===== config.mk =====
export PLATFORM = sky130hd
export DESIGN_NAME = battery_soc_estimator_top
export DESIGN_NICKNAME = d
export VERILOG_FILES = /design/src/rtl/bse_pkg.sv /design/src/rtl/bse_apb_regs.sv /design/src/rtl/bse_accum.sv /design/src/rtl/bse_scale.sv /design/src/rtl/bse_curve.sv /design/src/rtl/battery_soc_estimator_top.sv
export SDC_FILE = /design/constraint.sdc
export NUM_CORES = 2
export LEC_CHECK = 0
export BUFFER_PORTS_ARGS = -buffer_cell sky130_fd_sc_hd__buf_2
export CAP_MARGIN = 20
export CORE_UTILIZATION = 45
export CTS_CLUSTER_DIAMETER = 150
export CTS_CLUSTER_SIZE = 14
export DETAILED_ROUTE_END_ITERATION = 7
export GPL_ROUTABILITY_DRIVEN = 1
export PLACE_DENSITY = 0.59
export SYNTH_ARGS = -nofsm -noshare
export SYNTH_HDL_FRONTEND = slang
export SYNTH_SLANG_ARGS = --single-unit

===== constraint.sdc =====
create_clock -name aclk -period 13.7 [get_ports aclk]
set_input_delay 2.055 -clock aclk [delete_from_list [all_inputs] [get_ports aclk]]
set_output_delay 2.055 -clock aclk [all_outputs]
set_load 0.03 [all_outputs]

===== src/rtl/bse_pkg.sv =====
`default_nettype none
// ----------------------------------------------------------------------------
// bse_pkg
// Shared widths, register map, curve segments and stage structs for the
// battery state-of-charge estimator.
// ----------------------------------------------------------------------------
package bse_pkg;

    localparam int ADC_BITS    = 12;
    localparam int SAMPLES     = 8;
    localparam int SUM_W       = ADC_BITS + $clog2(SAMPLES);
    localparam int CNT_W       = (SAMPLES > 1) ? $clog2(SAMPLES) : 1;
    localparam int K_W         = 24;
    localparam int MV_W        = 16;
    localparam int PCT_W       = 7;
    localparam int SHIFT       = 16 + $clog2(SAMPLES);
    localparam int PROD_W      = SUM_W + K_W;
    localparam int MVF_W       = PROD_W - SHIFT;

    localparam int APB_DW      = 32;
    localparam int APB_AW      = 3;
    localparam logic REG_K     = 1'b0;
    localparam logic REG_WARN  = 1'b1;

    localparam logic [K_W-1:0]  K_RESET    = 24'd211250;
    localparam logic [MV_W-1:0] WARN_RESET = 16'd11100;

    localparam logic [MV_W-1:0] MV_FULL  = 16'd12600;
    localparam logic [MV_W-1:0] MV_EMPTY = 16'd9000;
    localparam logic [PCT_W-1:0] PCT_FULL  = 7'd100;
    localparam logic [PCT_W-1:0] PCT_EMPTY = 7'd0;

    localparam int SEGS        = 7;
    localparam int SEG_W       = 3;
    localparam int D_W         = 11;
    localparam int DPCT_W      = 5;
    localparam int WID_W       = 11;
    localparam int X_W         = 16;
    localparam int RECIP_SHIFT = 26;
    localparam int RECIP_W     = 18;
    localparam int RP_W        = X_W + RECIP_W;

    localparam logic [RECIP_W-1:0] RECIP_600  = RECIP_W'((2**RECIP_SHIFT + 599) / 600);
    localparam logic [RECIP_W-1:0] RECIP_300  = RECIP_W'((2**RECIP_SHIFT + 299) / 300);
    localparam logic [RECIP_W-1:0] RECIP_1500 = RECIP_W'((2**RECIP_SHIFT + 1499) / 1500);

    typedef struct packed {
        logic [MV_W-1:0]    hi;
        logic [MV_W-1:0]    lo;
        logic [PCT_W-1:0]   pct;
        logic [DPCT_W-1:0]  dpct;
        logic [WID_W-1:0]   width;
        logic [RECIP_W-1:0] recip;
    } seg_t;

    typedef struct packed {
        logic [K_W-1:0]  k;
        logic [MV_W-1:0] warn;
    } cfg_t;

    typedef struct packed {
        logic [MV_W-1:0] mv;
        logic            low;
    } scale_t;

    function automatic seg_t seg_info(input logic [SEG_W-1:0] idx);
        seg_t s;
        case (idx)
            3'd0:    s = '{16'd12600, 16'd12000, 7'd100, 5'd10, 11'd600,  RECIP_600};
            3'd1:    s = '{16'd12000, 16'd11700, 7'd90,  5'd15, 11'd300,  RECIP_300};
            3'd2:    s = '{16'd11700, 16'd11400, 7'd75,  5'd15, 11'd300,  RECIP_300};
            3'd3:    s = '{16'd11400, 16'd11100, 7'd60,  5'd20, 11'd300,  RECIP_300};
            3'd4:    s = '{16'd11100, 16'd10800, 7'd40,  5'd20, 11'd300,  RECIP_300};
            3'd5:    s = '{16'd10800, 16'd10500, 7'd20,  5'd10, 11'd300,  RECIP_300};
            3'd6:    s = '{16'd10500, 16'd9000,  7'd10,  5'd10, 11'd1500, RECIP_1500};
            default: s = '{16'd9000,  16'd9000,  7'd0,   5'd0,  11'd1,    RECIP_1500};
        endcase
        return s;
    endfunction

endpackage
`default_nettype wire


===== src/rtl/bse_apb_regs.sv =====
`default_nettype none
// ----------------------------------------------------------------------------
// bse_apb_regs
// APB register file: conversion gain and low-battery threshold.
// ----------------------------------------------------------------------------
module bse_apb_regs (
    input  wire logic                        aclk,
    input  wire logic                        aresetn,
    input  wire logic                        psel,
    input  wire logic                        penable,
    input  wire logic                        pwrite,
    input  wire logic [bse_pkg::APB_AW-1:0]  paddr,
    input  wire logic [bse_pkg::APB_DW-1:0]  pwdata,
    output logic      [bse_pkg::APB_DW-1:0]  prdata,
    output logic                             pready,
    output bse_pkg::cfg_t                    cfg
);
    import bse_pkg::*;

    logic [K_W-1:0]  k_reg,    k_next;
    logic [MV_W-1:0] warn_reg, warn_next;
    logic            wr_en;

    assign pready = 1'b1;
    assign wr_en  = psel & penable & pwrite & pready;

    always_comb begin
        k_next    = k_reg;
        warn_next = warn_reg;
        if (wr_en) begin
            unique case (paddr[2])
                REG_K:    k_next    = pwdata[K_W-1:0];
                REG_WARN: warn_next = pwdata[MV_W-1:0];
                default:  ;
            endcase
        end
    end

    always_comb begin
        unique case (paddr[2])
            REG_K:    prdata = APB_DW'(k_reg);
            REG_WARN: prdata = APB_DW'(warn_reg);
            default:  prdata = '0;
        endcase
    end

    always_ff @(posedge aclk) begin
        if (!aresetn) begin
            k_reg    <= K_RESET;
            warn_reg <= WARN_RESET;
        end else begin
            k_reg    <= k_next;
            warn_reg <= warn_next;
        end
    end

    assign cfg.k    = k_reg;
    assign cfg.warn = warn_reg;

endmodule
`default_nettype wire


===== src/rtl/bse_accum.sv =====
`default_nettype none
// ----------------------------------------------------------------------------
// bse_accum
// Sample accumulator; hands the completed block sum to the scaling stage.
// ----------------------------------------------------------------------------
module bse_accum (
    input  wire logic                          aclk,
    input  wire logic                          aresetn,
    input  wire logic                          in_valid,
    input  wire logic [bse_pkg::ADC_BITS-1:0]  in_sample,
    output logic                               in_ready,
    output logic                               out_valid,
    output logic      [bse_pkg::SUM_W-1:0]     out_sum,
    input  wire logic                          out_ready,
    output logic      [bse_pkg::CNT_W-1:0]     count
);
    import bse_pkg::*;

    localparam logic [CNT_W-1:0] CNT_LAST = CNT_W'(SAMPLES - 1);

    logic [SUM_W-1:0] sum_reg,   sum_next;
    logic [CNT_W-1:0] cnt_reg,   cnt_next;
    logic             valid_reg, valid_next;
    logic [SUM_W-1:0] bsum_reg,  bsum_next;
    logic [SUM_W-1:0] sum_add;
    logic             accept;
    logic             last;

    assign in_ready = !valid_reg || out_ready;
    assign accept   = in_valid && in_ready;
    assign last     = (cnt_reg == CNT_LAST);
    assign sum_add  = sum_reg + SUM_W'(in_sample);

    always_comb begin
        sum_next   = sum_reg;
        cnt_next   = cnt_reg;
        valid_next = valid_reg;
        bsum_next  = bsum_reg;
        if (out_ready) begin
            valid_next = 1'b0;
        end
        if (accept) begin
            if (last) begin
                sum_next   = '0;
                cnt_next   = '0;
                valid_next = 1'b1;
                bsum_next  = sum_add;
            end else begin
                sum_next = sum_add;
                cnt_next = cnt_reg + 1'b1;
            end
        end
    end

    always_ff @(posedge aclk) begin
        if (!aresetn) begin
            sum_reg   <= '0;
            cnt_reg   <= '0;
            valid_reg <= 1'b0;
        end else begin
            sum_reg   <= sum_next;
            cnt_reg   <= cnt_next;
            valid_reg <= valid_next;
        end
    end

    always_ff @(posedge aclk) begin
        bsum_reg <= bsum_next;
    end

    assign out_valid = valid_reg;
    assign out_sum   = bsum_reg;
    assign count     = cnt_reg;

endmodule
`default_nettype wire


===== src/rtl/bse_scale.sv =====
`default_nettype none
// ----------------------------------------------------------------------------
// bse_scale
// Sum to millivolts: gain multiply, block-average shift, saturation, low flag.
// ----------------------------------------------------------------------------
module bse_scale (
    input  wire logic                      aclk,
    input  wire logic                      aresetn,
    input  wire bse_pkg::cfg_t             cfg,
    input  wire logic                      in_valid,
    input  wire logic [bse_pkg::SUM_W-1:0] in_sum,
    output logic                           in_ready,
    output logic                           out_valid,
    output bse_pkg::scale_t                out_data,
    input  wire logic                      out_ready
);
    import bse_pkg::*;

    logic [PROD_W-1:0] prod;
    logic [MVF_W-1:0]  mv_full;
    logic [MV_W-1:0]   mv_sat;
    logic              valid_reg, valid_next;
    scale_t            data_reg,  data_next;

    assign prod    = PROD_W'(in_sum) * PROD_W'(cfg.k);
    assign mv_full = MVF_W'(prod >> SHIFT);
    assign mv_sat  = (mv_full > MVF_W'({MV_W{1'b1}})) ? {MV_W{1'b1}} : mv_full[MV_W-1:0];

    assign in_ready = !valid_reg || out_ready;

    always_comb begin
        valid_next = valid_reg;
        data_next  = data_reg;
        if (in_ready) begin
            valid_next = in_valid;
            if (in_valid) begin
                data_next.mv  = mv_sat;
                data_next.low = (mv_sat <= cfg.warn);
            end
        end
    end

    always_ff @(posedge aclk) begin
        if (!aresetn) begin
            valid_reg <= 1'b0;
        end else begin
            valid_reg <= valid_next;
        end
    end

    always_ff @(posedge aclk) begin
        data_reg <= data_next;
    end

    assign out_valid = valid_reg;
    assign out_data  = data_reg;

endmodule
`default_nettype wire


===== src/rtl/bse_curve.sv =====
`default_nettype none
// ----------------------------------------------------------------------------
// bse_curve
// Piecewise-linear state of charge: segment select and numerator, then a
// reciprocal-multiply ceiling divide into the output register.
// ----------------------------------------------------------------------------
module bse_curve (
    input  wire logic                        aclk,
    input  wire logic                        aresetn,
    input  wire logic                        in_valid,
    input  wire bse_pkg::scale_t             in_data,
    output logic                             in_ready,
    output logic                             out_valid,
    output logic      [bse_pkg::MV_W-1:0]    out_mv,
    output logic      [bse_pkg::PCT_W-1:0]   out_pct,
    output logic                             out_low,
    input  wire logic                        out_ready
);
    import bse_pkg::*;

    // segment stage
    logic             d_valid_reg, d_valid_next;
    scale_t           d_data_reg,  d_data_next;
    logic             d_full_reg,  d_full_next;
    logic             d_empty_reg, d_empty_next;
    logic [SEG_W-1:0] d_seg_reg,   d_seg_next;
    logic [X_W-1:0]   d_x_reg,     d_x_next;
    logic             d_ready;

    // output stage
    logic             m_valid_reg, m_valid_next;
    logic [MV_W-1:0]  m_mv_reg,    m_mv_next;
    logic [PCT_W-1:0] m_pct_reg,   m_pct_next;
    logic             m_low_reg,   m_low_next;

    logic [SEG_W-1:0] seg;
    seg_t             sc;
    seg_t             sd;
    logic [D_W-1:0]   gap;
    logic [X_W-1:0]   x;
    logic [RP_W-1:0]  rp;
    logic [PCT_W-1:0] drop;
    logic [PCT_W-1:0] pct;

    always_comb begin
        seg = SEG_W'(SEGS - 1);
        for (int i = SEGS - 1; i >= 0; i--) begin
            if (in_data.mv > seg_info(SEG_W'(i)).lo) begin
                seg = SEG_W'(i);
            end
        end
    end

    assign sc   = seg_info(seg);
    assign gap  = D_W'(sc.hi - in_data.mv);
    assign x    = X_W'(gap) * X_W'(sc.dpct) + X_W'(sc.width) - X_W'(1);

    assign m_valid_next = out_ready ? d_valid_reg : m_valid_reg;
    assign d_ready      = !m_valid_reg || out_ready;
    assign in_ready     = !d_valid_reg || d_ready;

    always_comb begin
        d_valid_next = d_valid_reg;
        d_data_next  = d_data_reg;
        d_full_next  = d_full_reg;
        d_empty_next = d_empty_reg;
        d_seg_next   = d_seg_reg;
        d_x_next     = d_x_reg;
        if (in_ready) begin
            d_valid_next = in_valid;
            if (in_valid) begin
                d_data_next  = in_data;
                d_full_next  = (in_data.mv >= MV_FULL);
                d_empty_next = (in_data.mv <= MV_EMPTY);
                d_seg_next   = seg;
                d_x_next     = x;
            end
        end
    end

    assign sd   = seg_info(d_seg_reg);
    assign rp   = RP_W'(d_x_reg) * RP_W'(sd.recip);
    assign drop = PCT_W'(rp >> RECIP_SHIFT);

    always_comb begin
        if (d_full_reg) begin
            pct = PCT_FULL;
        end else if (d_empty_reg) begin
            pct = PCT_EMPTY;
        end else begin
            pct = sd.pct - drop;
        end
    end

    always_comb begin
        m_mv_next  = m_mv_reg;
        m_pct_next = m_pct_reg;
        m_low_next = m_low_reg;
        if (d_ready && d_valid_reg) begin
            m_mv_next  = d_data_reg.mv;
            m_pct_next = pct;
            m_low_next = d_data_reg.low;
        end
    end

    always_ff @(posedge aclk) begin
        if (!aresetn) begin
            d_valid_reg <= 1'b0;
            m_valid_reg <= 1'b0;
        end else begin
            d_valid_reg <= d_valid_next;
            m_valid_reg <= d_ready ? d_valid_reg : m_valid_next;
        end
    end

    always_ff @(posedge aclk) begin
        d_data_reg  <= d_data_next;
        d_full_reg  <= d_full_next;
        d_empty_reg <= d_empty_next;
        d_seg_reg   <= d_seg_next;
        d_x_reg     <= d_x_next;
        m_mv_reg    <= m_mv_next;
        m_pct_reg   <= m_pct_next;
        m_low_reg   <= m_low_next;
    end

    assign out_valid = m_valid_reg;
    assign out_mv    = m_mv_reg;
    assign out_pct   = m_pct_reg;
    assign out_low   = m_low_reg;

endmodule
`default_nettype wire


===== src/rtl/battery_soc_estimator_top.sv =====
`default_nettype none
// ----------------------------------------------------------------------------
// battery_soc_estimator_top
// Averages blocks of ADC samples into battery millivolts, state of charge
// and a low-battery flag.
// ----------------------------------------------------------------------------
// Throughput: one sample per cycle unless stalled; one result per 8-sample block.
// Path: after the transfer of the last sample of a block, the result passes the
//   accumulate, scale multiply, segment and divide stage registers.
// Reset: synchronous, active low; clears the running sum, the sample count,
//   all stage valids and loads the register defaults.
// ----------------------------------------------------------------------------
module battery_soc_estimator_top (
    input  wire logic        aclk,
    input  wire logic        aresetn,
    input  wire logic        s_tvalid,
    output logic             s_tready,
    input  wire logic [15:0] s_tdata,   // [11:0] adc_sample
    output logic             m_tvalid,
    input  wire logic        m_tready,
    output logic      [23:0] m_tdata,   // [15:0] battery_mv, [22:16] percent, [23] is_low
    input  wire logic        psel,
    input  wire logic        penable,
    input  wire logic        pwrite,
    input  wire logic [2:0]  paddr,
    input  wire logic [31:0] pwdata,
    output logic      [31:0] prdata,
    output logic             pready
);
    import bse_pkg::*;

    cfg_t             cfg;
    logic             b_valid;
    logic [SUM_W-1:0] b_sum;
    logic             b_ready;
    logic             c_valid;
    scale_t           c_data;
    logic             c_ready;
    logic [CNT_W-1:0] count;
    logic [MV_W-1:0]  out_mv;
    logic [PCT_W-1:0] out_pct;
    logic             out_low;

    bse_apb_regs u_regs (
        .aclk    (aclk),
        .aresetn (aresetn),
        .psel    (psel),
        .penable (penable),
        .pwrite  (pwrite),
        .paddr   (paddr),
        .pwdata  (pwdata),
        .prdata  (prdata),
        .pready  (pready),
        .cfg     (cfg)
    );

    bse_accum u_accum (
        .aclk      (aclk),
        .aresetn   (aresetn),
        .in_valid  (s_tvalid),
        .in_sample (s_tdata[ADC_BITS-1:0]),
        .in_ready  (s_tready),
        .out_valid (b_valid),
        .out_sum   (b_sum),
        .out_ready (b_ready),
        .count     (count)
    );

    bse_scale u_scale (
        .aclk      (aclk),
        .aresetn   (aresetn),
        .cfg       (cfg),
        .in_valid  (b_valid),
        .in_sum    (b_sum),
        .in_ready  (b_ready),
        .out_valid (c_valid),
        .out_data  (c_data),
        .out_ready (c_ready)
    );

    bse_curve u_curve (
        .aclk      (aclk),
        .aresetn   (aresetn),
        .in_valid  (c_valid),
        .in_data   (c_data),
        .in_ready  (c_ready),
        .out_valid (m_tvalid),
        .out_mv    (out_mv),
        .out_pct   (out_pct),
        .out_low   (out_low),
        .out_ready (m_tready)
    );

    assign m_tdata = {out_low, out_pct, out_mv};

    a_count_range: assert property (@(posedge aclk) disable iff (!aresetn)
        32'(count) < SAMPLES)
        else $error("sample count out of range");

    a_pct_range: assert property (@(posedge aclk) disable iff (!aresetn)
        m_tvalid |-> (out_pct <= PCT_FULL))
        else $error("percent above full scale");

    a_pct_ends: assert property (@(posedge aclk) disable iff (!aresetn)
        m_tvalid |-> ((out_mv >= MV_FULL) ? (out_pct == PCT_FULL) :
                      (out_mv <= MV_EMPTY) ? (out_pct == PCT_EMPTY) :
                      (out_pct != PCT_FULL))
        )
        else $error("percent inconsistent with curve end points");

    a_low_flag: assert property (@(posedge aclk) disable iff (!aresetn)
        m_tvalid |-> (out_low == (out_mv <= cfg.warn)))
        else $error("low flag does not match threshold");

endmodule
`default_nettype wire

**After elaboration in Yosys (flattened, before gate mapping)**

Index checks and enable logic that the tools add are counted.

- Register bits: 156
- Latch bits: 0
- Memory bits (writable): 0
- Memory bits (read-only): 0
- Input port bits: 58
- Output and inout bits: 59
- Logic and storage cells: 93
- Memories kept: 0

- Add/subtract/negate cells: 6
- Multipliers: 3
- Divide/modulo/power cells: 0
- Magnitude comparators: 10
- Eq/ne operators: 13
- Shift-type cells: 0
- Muxes and demuxes: 18
- Bitwise gates (word level): 3
- Reduce and logical (&&, ||, !) cells: 19

Operators by type and width:

| operator | number |
|---|---|
| $pmux W68 S7 | 1 |
| $pmux W41 S7 | 1 |
| $gt A16 B14 Y1 const B | 6 |
| $pmux W32 S2 | 1 |
| $mul A15 B24 Y39 | 1 |
| $mul A16 B18 Y33 | 1 |
| $eq A3 B3 Y1 const B | 7 |
| $gt A20 B16 Y1 const B | 1 |
| $mux W3 | 6 |
| $add A16 B11 Y16 | 1 |
| $ge A16 B14 Y1 const B | 1 |
| $le A16 B14 Y1 const B | 1 |
| $le A16 B16 Y1 | 1 |
| $mul A11 B5 Y16 | 1 |
| $mux W16 | 1 |
| $sub A16 B1 Y16 const B | 1 |
| $add A15 B12 Y15 | 1 |
| $mux W15 | 1 |
| $eq A3 B2 Y1 const B | 4 |
| $sub A11 B11 Y11 | 1 |
| $reduce_and A2 Y1 | 5 |
| $mux W7 | 1 |
| $sub A7 B7 Y7 | 1 |
| $eq A3 B1 Y1 const B | 2 |
| 11 further kinds | 24 |

**Logic depth before layout (Yosys ltp)**

- Depth in word-level cells: 13
- Mapped depth: 35
- Gate-level depth less buffers: 34

**Hierarchy**

From an unflattened synthesis, not the netlist that was laid out.

- Cell total of the unflattened synthesis: 3,122
- Area total of the unflattened synthesis: 29,216.8 µm²

By module, submodules not included:

| module | instances | cells an instance | area an instance (µm²) | seq. area each (µm²) |
|---|---|---|---|---|
| bse_curve | 1 | 1,359 | 13,138.9 | 1,901.8 |
| bse_scale | 1 | 1,385 | 12,329.3 | 530.5 |
| bse_apb_regs | 1 | 205 | 1,976.9 | 800.8 |
| bse_accum | 1 | 172 | 1,764.2 | 830.8 |
| battery_soc_estimator_top | 1 | 1 | 7.5 | 0.0 |

**Worst setup path before layout**

OpenSTA, ideal clock, no wires.

- Path type: register to register
- Start: register u_curve.d_seg_reg[0]
- End: register u_curve.m_pct_reg[6], in the netlist u_curve.out_pct[6], data pin
- Library setup time: 0.261 ns
- Arrival time: 7.722 ns
- Required time: 13.439 ns
- Path slack: 5.718 ns
- Stages on the path, launching flop included: 34
- Buffers on the path: 3
- Clock period less this slack: 7.982 ns
- Path through: edfxtp_1 > clkbuf_1 > nor3_1 > clkbuf_1 > clkbuf_1 > nor2_1 > fa_1 > fa_1 > inv_1 > fa_1 > inv_1 > fa_1 > inv_1 > fa_1 > inv_1 > fa_1 > ha_1 > o21a_1 > o21a_1 > o21ai_0 > a31oi_1 > o21a_1 > nor2_1 > xnor2_1 > ha_1 > inv_1 > fa_1 > a21o_1 > a21oi_1 > o21bai_1 > a21oi_1 > xnor2_1 > xnor2_1 > o21bai_1

- Cells in the longest elaborated chain, start to end: 5
- Elaborated cells between the ends (all ways): 11
- Classes of those cells: 1 x add/sub; 1 x mul; 6 x eq/ne; 2 x mux; 1 x reduce/logical

RTL lines:

| element | line | source |
|---|---|---|
| start: declaration | bse_curve.sv:26 | `logic [SEG_W-1:0] d_seg_reg, d_seg_next;` |
| start signal: assignment | bse_curve.sv:120 | `d_seg_reg <= d_seg_next;` |
| $eq A3 B3 Y1, or another cell as far along | bse_pkg.sv:68 | `case (idx)` |
| $pmux W41 S7 * | bse_pkg.sv:68 |  |
| $mul A16 B18 Y33 | bse_curve.sv:82 | `assign rp = RP_W'(d_x_reg) * RP_W'(sd.recip);` |
| $sub A7 B7 Y7 * | bse_curve.sv:91 | `pct = sd.pct - drop;` |
| $mux W7 * | bse_curve.sv:88 | `end else if (d_empty_reg) begin` |
| end signal: assignment | bse_curve.sv:123 | `m_pct_reg <= m_pct_next;` |
| end: declaration | bse_curve.sv:33 | `logic [PCT_W-1:0] m_pct_reg, m_pct_next;` |

Every way passes the cells marked *; elsewhere a longest branch is shown, timed or not.
A chain may end at the register's enable or synchronous reset.

**Worst setup path after layout**

- Start: register u_accum.bsum_reg[3], in the netlist u_accum.out_sum[3]
- End: register u_scale.data_reg, in the netlist u_scale.out_data[0], data pin

- Cells in the longest elaborated chain, start to end: 4

RTL lines:

| element | line | source |
|---|---|---|
| start: declaration | bse_accum.sv:24 | `logic [SUM_W-1:0] bsum_reg, bsum_next;` |
| start signal: assignment | bse_accum.sv:68 | `bsum_reg <= bsum_next;` |
| $mul A15 B24 Y39 * | bse_scale.sv:25 | `assign prod = PROD_W'(in_sum) * PROD_W'(cfg.k);` |
| $gt A20 B16 Y1 | bse_scale.sv:27 | `assign mv_sat = (mv_full > MVF_W'({MV_W{1'b1}})) ? {MV_W{1'b1}} : mv_full[MV_W-1:0];` |
| $mux W16 * | bse_scale.sv:27 |  |
| via u_scale.mv_sat[9] | bse_scale.sv:21 | `logic [MV_W-1:0] mv_sat;` |
| $le A16 B16 Y1 * | bse_scale.sv:38 | `data_next.low = (mv_sat <= cfg.warn);` |
| end signal: assignment | bse_scale.sv:52 | `data_reg <= data_next;` |
| end: declaration | bse_scale.sv:23 | `scale_t data_reg, data_next;` |

The timed path passes the listed nets; every way through them passes the cells marked *.

==> flow_metrics.env <==
export IMPL_crit_slowest_cell="edfxtp_1"
export IMPL_worstMarginPinSlew_ns=1.11
export IMPL_grt_usage_pct=24.2
export IMPL_finClkSkew_ns=0.0199
export IMPL_tns_ns=0
export IMPL_clock_sinks=156
export IMPL_slew_headroom_pct=26.0
export IMPL_cts_root_buf="clkbuf_16"
export IMPL_tritoncts="yes"
export IMPL_antenna_found_initial=4
export IMPL_drt_iter0_drc=1268
export IMPL_synthTopCellsByArea="fa_1, ha_1, edfxtp_1"
export IMPL_rows=91
export IMPL_yosysSeqAreaShare_pct=14.4
export IMPL_dp_final_hpwl_mm=57.9
export IMPL_die_y_um=252
export IMPL_peakVddDrop_v=0.000112
export IMPL_synthCells=2965
export IMPL_grt_pass1_vias=21643
export IMPL_wl_mm=72.9
export IMPL_cap_violations=0
export IMPL_synth_edff_count=94
export IMPL_cts_hold_buf=0
export IMPL_boundaryPins=117
export IMPL_overflow=0
export IMPL_cp_required_ns=13.98
export IMPL_firstDrtPassIters=5
export IMPL_start_util_pct=45.7
export IMPL_r2r_slack_ns=4.06
export IMPL_setup_viol=0
export IMPL_numPortBuffers=93
export IMPL_leakagePower_nw=15.2
export IMPL_synth_flop_cell="edfxtp_1"
export IMPL_layout_drive_gt1_share_pct=6.87
export IMPL_gp_congestion=0.894
export IMPL_hold_path_class="flop to flop"
export IMPL_synth_top_cell_by_area="fa_1"
export IMPL_largest_reg_flops=24
export IMPL_path_clk_slew_ns=0.07
export IMPL_clk_latency_ns=0.48
export IMPL_drc=0
export IMPL_avgRoutedWirePerCell_um=18.9
export IMPL_grt_pass1_wl_mm=118
export IMPL_cts_setup_buffers=0
export IMPL_numCtsBuffers=17
export IMPL_post_route_util_pct=48.9
export IMPL_hold_violations=0
export IMPL_syn_avg_cell_area_um2=9.52
export IMPL_critPathMaxFanout=24
export IMPL_fin_crit_sh_pct=70.4
export IMPL_drv_slew=0
export IMPL_area_delta_synth_final_pct=7.01
export IMPL_synth_async_reset_ratio_pct=0
export IMPL_post_route_min_period_ns=9.64
export IMPL_ctsResizeCount=0
export IMPL_grt_max_degree=66
export IMPL_h_tree_depth=4
export IMPL_synth_top_area_share_pct=37.4
export IMPL_num_vias=20260
export IMPL_power_density_nw_per_um2=73.2
export IMPL_critPathMaxStageDelay_ns=0.81
export IMPL_yosysWarnings=0
export IMPL_synth_cell_types=75
export IMPL_cp_end_kind="flop"
export IMPL_max_freq_mhz=104
export IMPL_startpoint_type="flop"
export IMPL_avgViaCountPerCell=5.26
export IMPL_synth_seq_cells=156
export IMPL_core_area_um2=61800
export IMPL_syn_area_um2=28200
export IMPL_fin_nets=3877
export IMPL_cp_arrival_ns=9.92
export IMPL_cts_buffer_depth=2
export IMPL_antenna_left=0
export IMPL_status="complete, no violations"
export IMPL_die_x_um=252
export IMPL_fillerInstances=5865
export IMPL_design_die_area_um2=63700
export IMPL_rsz0062_at_grt="no"
export IMPL_criticalPathCategory="flop to flop"
[synth_stat cells (6+ instances only)]
master    instances
nand2b_1         12
o21bai_1         11
and3_1           21
nor4_1            7
nor3_1           30
a31oi_1          11
ha_1            290
and2_1          211
nand3_2          10
nor2_1           72
o21a_1           10
o211ai_1         12
clkbuf_1         93
edfxtp_1         94
mux2_2           17
nor2b_1          32
a211oi_1          6
nand4_1          18
or2_2            11
a22oi_1          11
a21boi_0         30
inv_1           647
dfxtp_1          62
fa_1            528
a21oi_1          70
xnor2_1          48
o21ai_0          34
xor2_1           27
buf_4            10
a21o_1           37
nand3_1          35
a211o_1           8
nand2_1         379
[critical path: cells and delay by family (launching register included)]
kind | cells | cell delay (ns)
AOI/OAI and AO/OA | 15 | 3.78
adders and majority gates | 8 | 3.77
DFF | 1 | 0.81
and+or+nand+nor | 2 | 0.67
buffers and inverters | 4 | 0.19
xor gates and xnor gates | 1 | 0.19
[cells by family (layout without fill, tap and decap cells)]
| family | Yosys count | after routing | share of synthesized area, % |
|---|---|---|---|
| AND/OR/NAND/NOR | 861 | 861 | 15.1 |
| buffers and inverters | 753 | 795 | 10.2 |
| multiplexers | 18 | 18 | 0.714 |
| AO/OA/AOI/OAI | 281 | 281 | 6.90 |
| other | 2 | 10 | 0.0266 |
| XOR/XNOR | 76 | 76 | 2.41 |
| adder cells (fa/ha/maj) | 818 | 818 | 50.3 |
| flip-flops | 156 | 156 | 14.4 |
[placed cells by master (no fill, tap or decap), types with 9 or more instances in the layout]
cell type / Yosys / routed
nand2_1: 379 / 379
clkbuf_16: 0 / 17
inv_1: 647 / 647
conb_1: 2 / 9
and3_1: 21 / 21
or2_2: 11 / 11
buf_4: 10 / 17
o21a_1: 10 / 10
buf_2: 1 / 93
nor2_1: 72 / 70
edfxtp_1: 94 / 94
nor3_1: 30 / 29
o211ai_1: 12 / 12
ha_1: 290 / 290
nand4_1: 18 / 18
dfxtp_1: 62 / 62
nand3_1: 35 / 35
a22oi_1: 11 / 11
a31oi_1: 11 / 11
o21ai_0: 34 / 34
a21oi_1: 70 / 70
and2_1: 211 / 211
a21o_1: 37 / 37
fa_1: 528 / 528
a21boi_0: 30 / 29
mux2_2: 17 / 17
xor2_1: 27 / 27
o21bai_1: 11 / 11
xnor2_1: 48 / 48
nand2b_1: 12 / 12
nor2b_1: 32 / 31
nand3_2: 10 / 10
[where the power goes]
part,total (W),internal (W),switching [W]
sequential,0.000551,0.000532,0.0000192
combinational,0.00116,0.000467,0.000689
clock,0.000504,0.000261,0.000243
[layer usage]
layer,GRT usage (%),wire (um),share of wire (%),up-vias
met4,6.37,1600,2.2,8
li1,-,-,-,9228
met2,37.6,33100,45,649
met3,6.55,6190,8.5,97
met5,0,45,0.062,-
met1,33.2,32000,44,10278
[worst paths after layout]
kind	end	cells after the start	start
setup / recovery	u_scale.out_data[0]	30	u_accum.out_sum[3]
hold / removal	u_curve.out_mv[10]	0	u_curve.d_data_reg[11]
setup reg to reg	u_scale.out_data[0]	30	u_accum.out_sum[3]
hold reg to reg	u_curve.out_mv[10]	0	u_curve.d_data_reg[11]
[area by class of cell]
cell class	instances	area [um^2]	area share, %
Multi-Input combinational cell	2063	21300	70.7
Timing Repair Buffer	116	717	2.37
Clock inverter	15	180	0.596
Tap cell	837	1050	3.47
Clock buffer	17	425	1.41
Antenna cell	1	2.50	0.00828
Sequential cell	156	4060	13.5
Inverter	647	2430	8.04
[through the flow]
step / total power (W) / worst slack [ns] / instance area [um^2] / instances / hold WS (ns)
3_3_place_gp: 0.00168 / 4.24 / 29500 / 3813 / 0.402
3_5_place_dp: 0.00171 / 4.13 / 29500 / 3816 / 0.405
2_1_floorplan: 0.00141 / 5.72 / 28300 / 2972 / 0.400
4_1_cts: 0.00222 / 4.08 / 30100 / 3848 / 0.426
5_1_grt: 0.00238 / 3.53 / 30200 / 3851 / 0.434
6_report: 0.00221 / 4.06 / 30200 / 3852 / 0.426
Power figures use the tool's default switching activity.
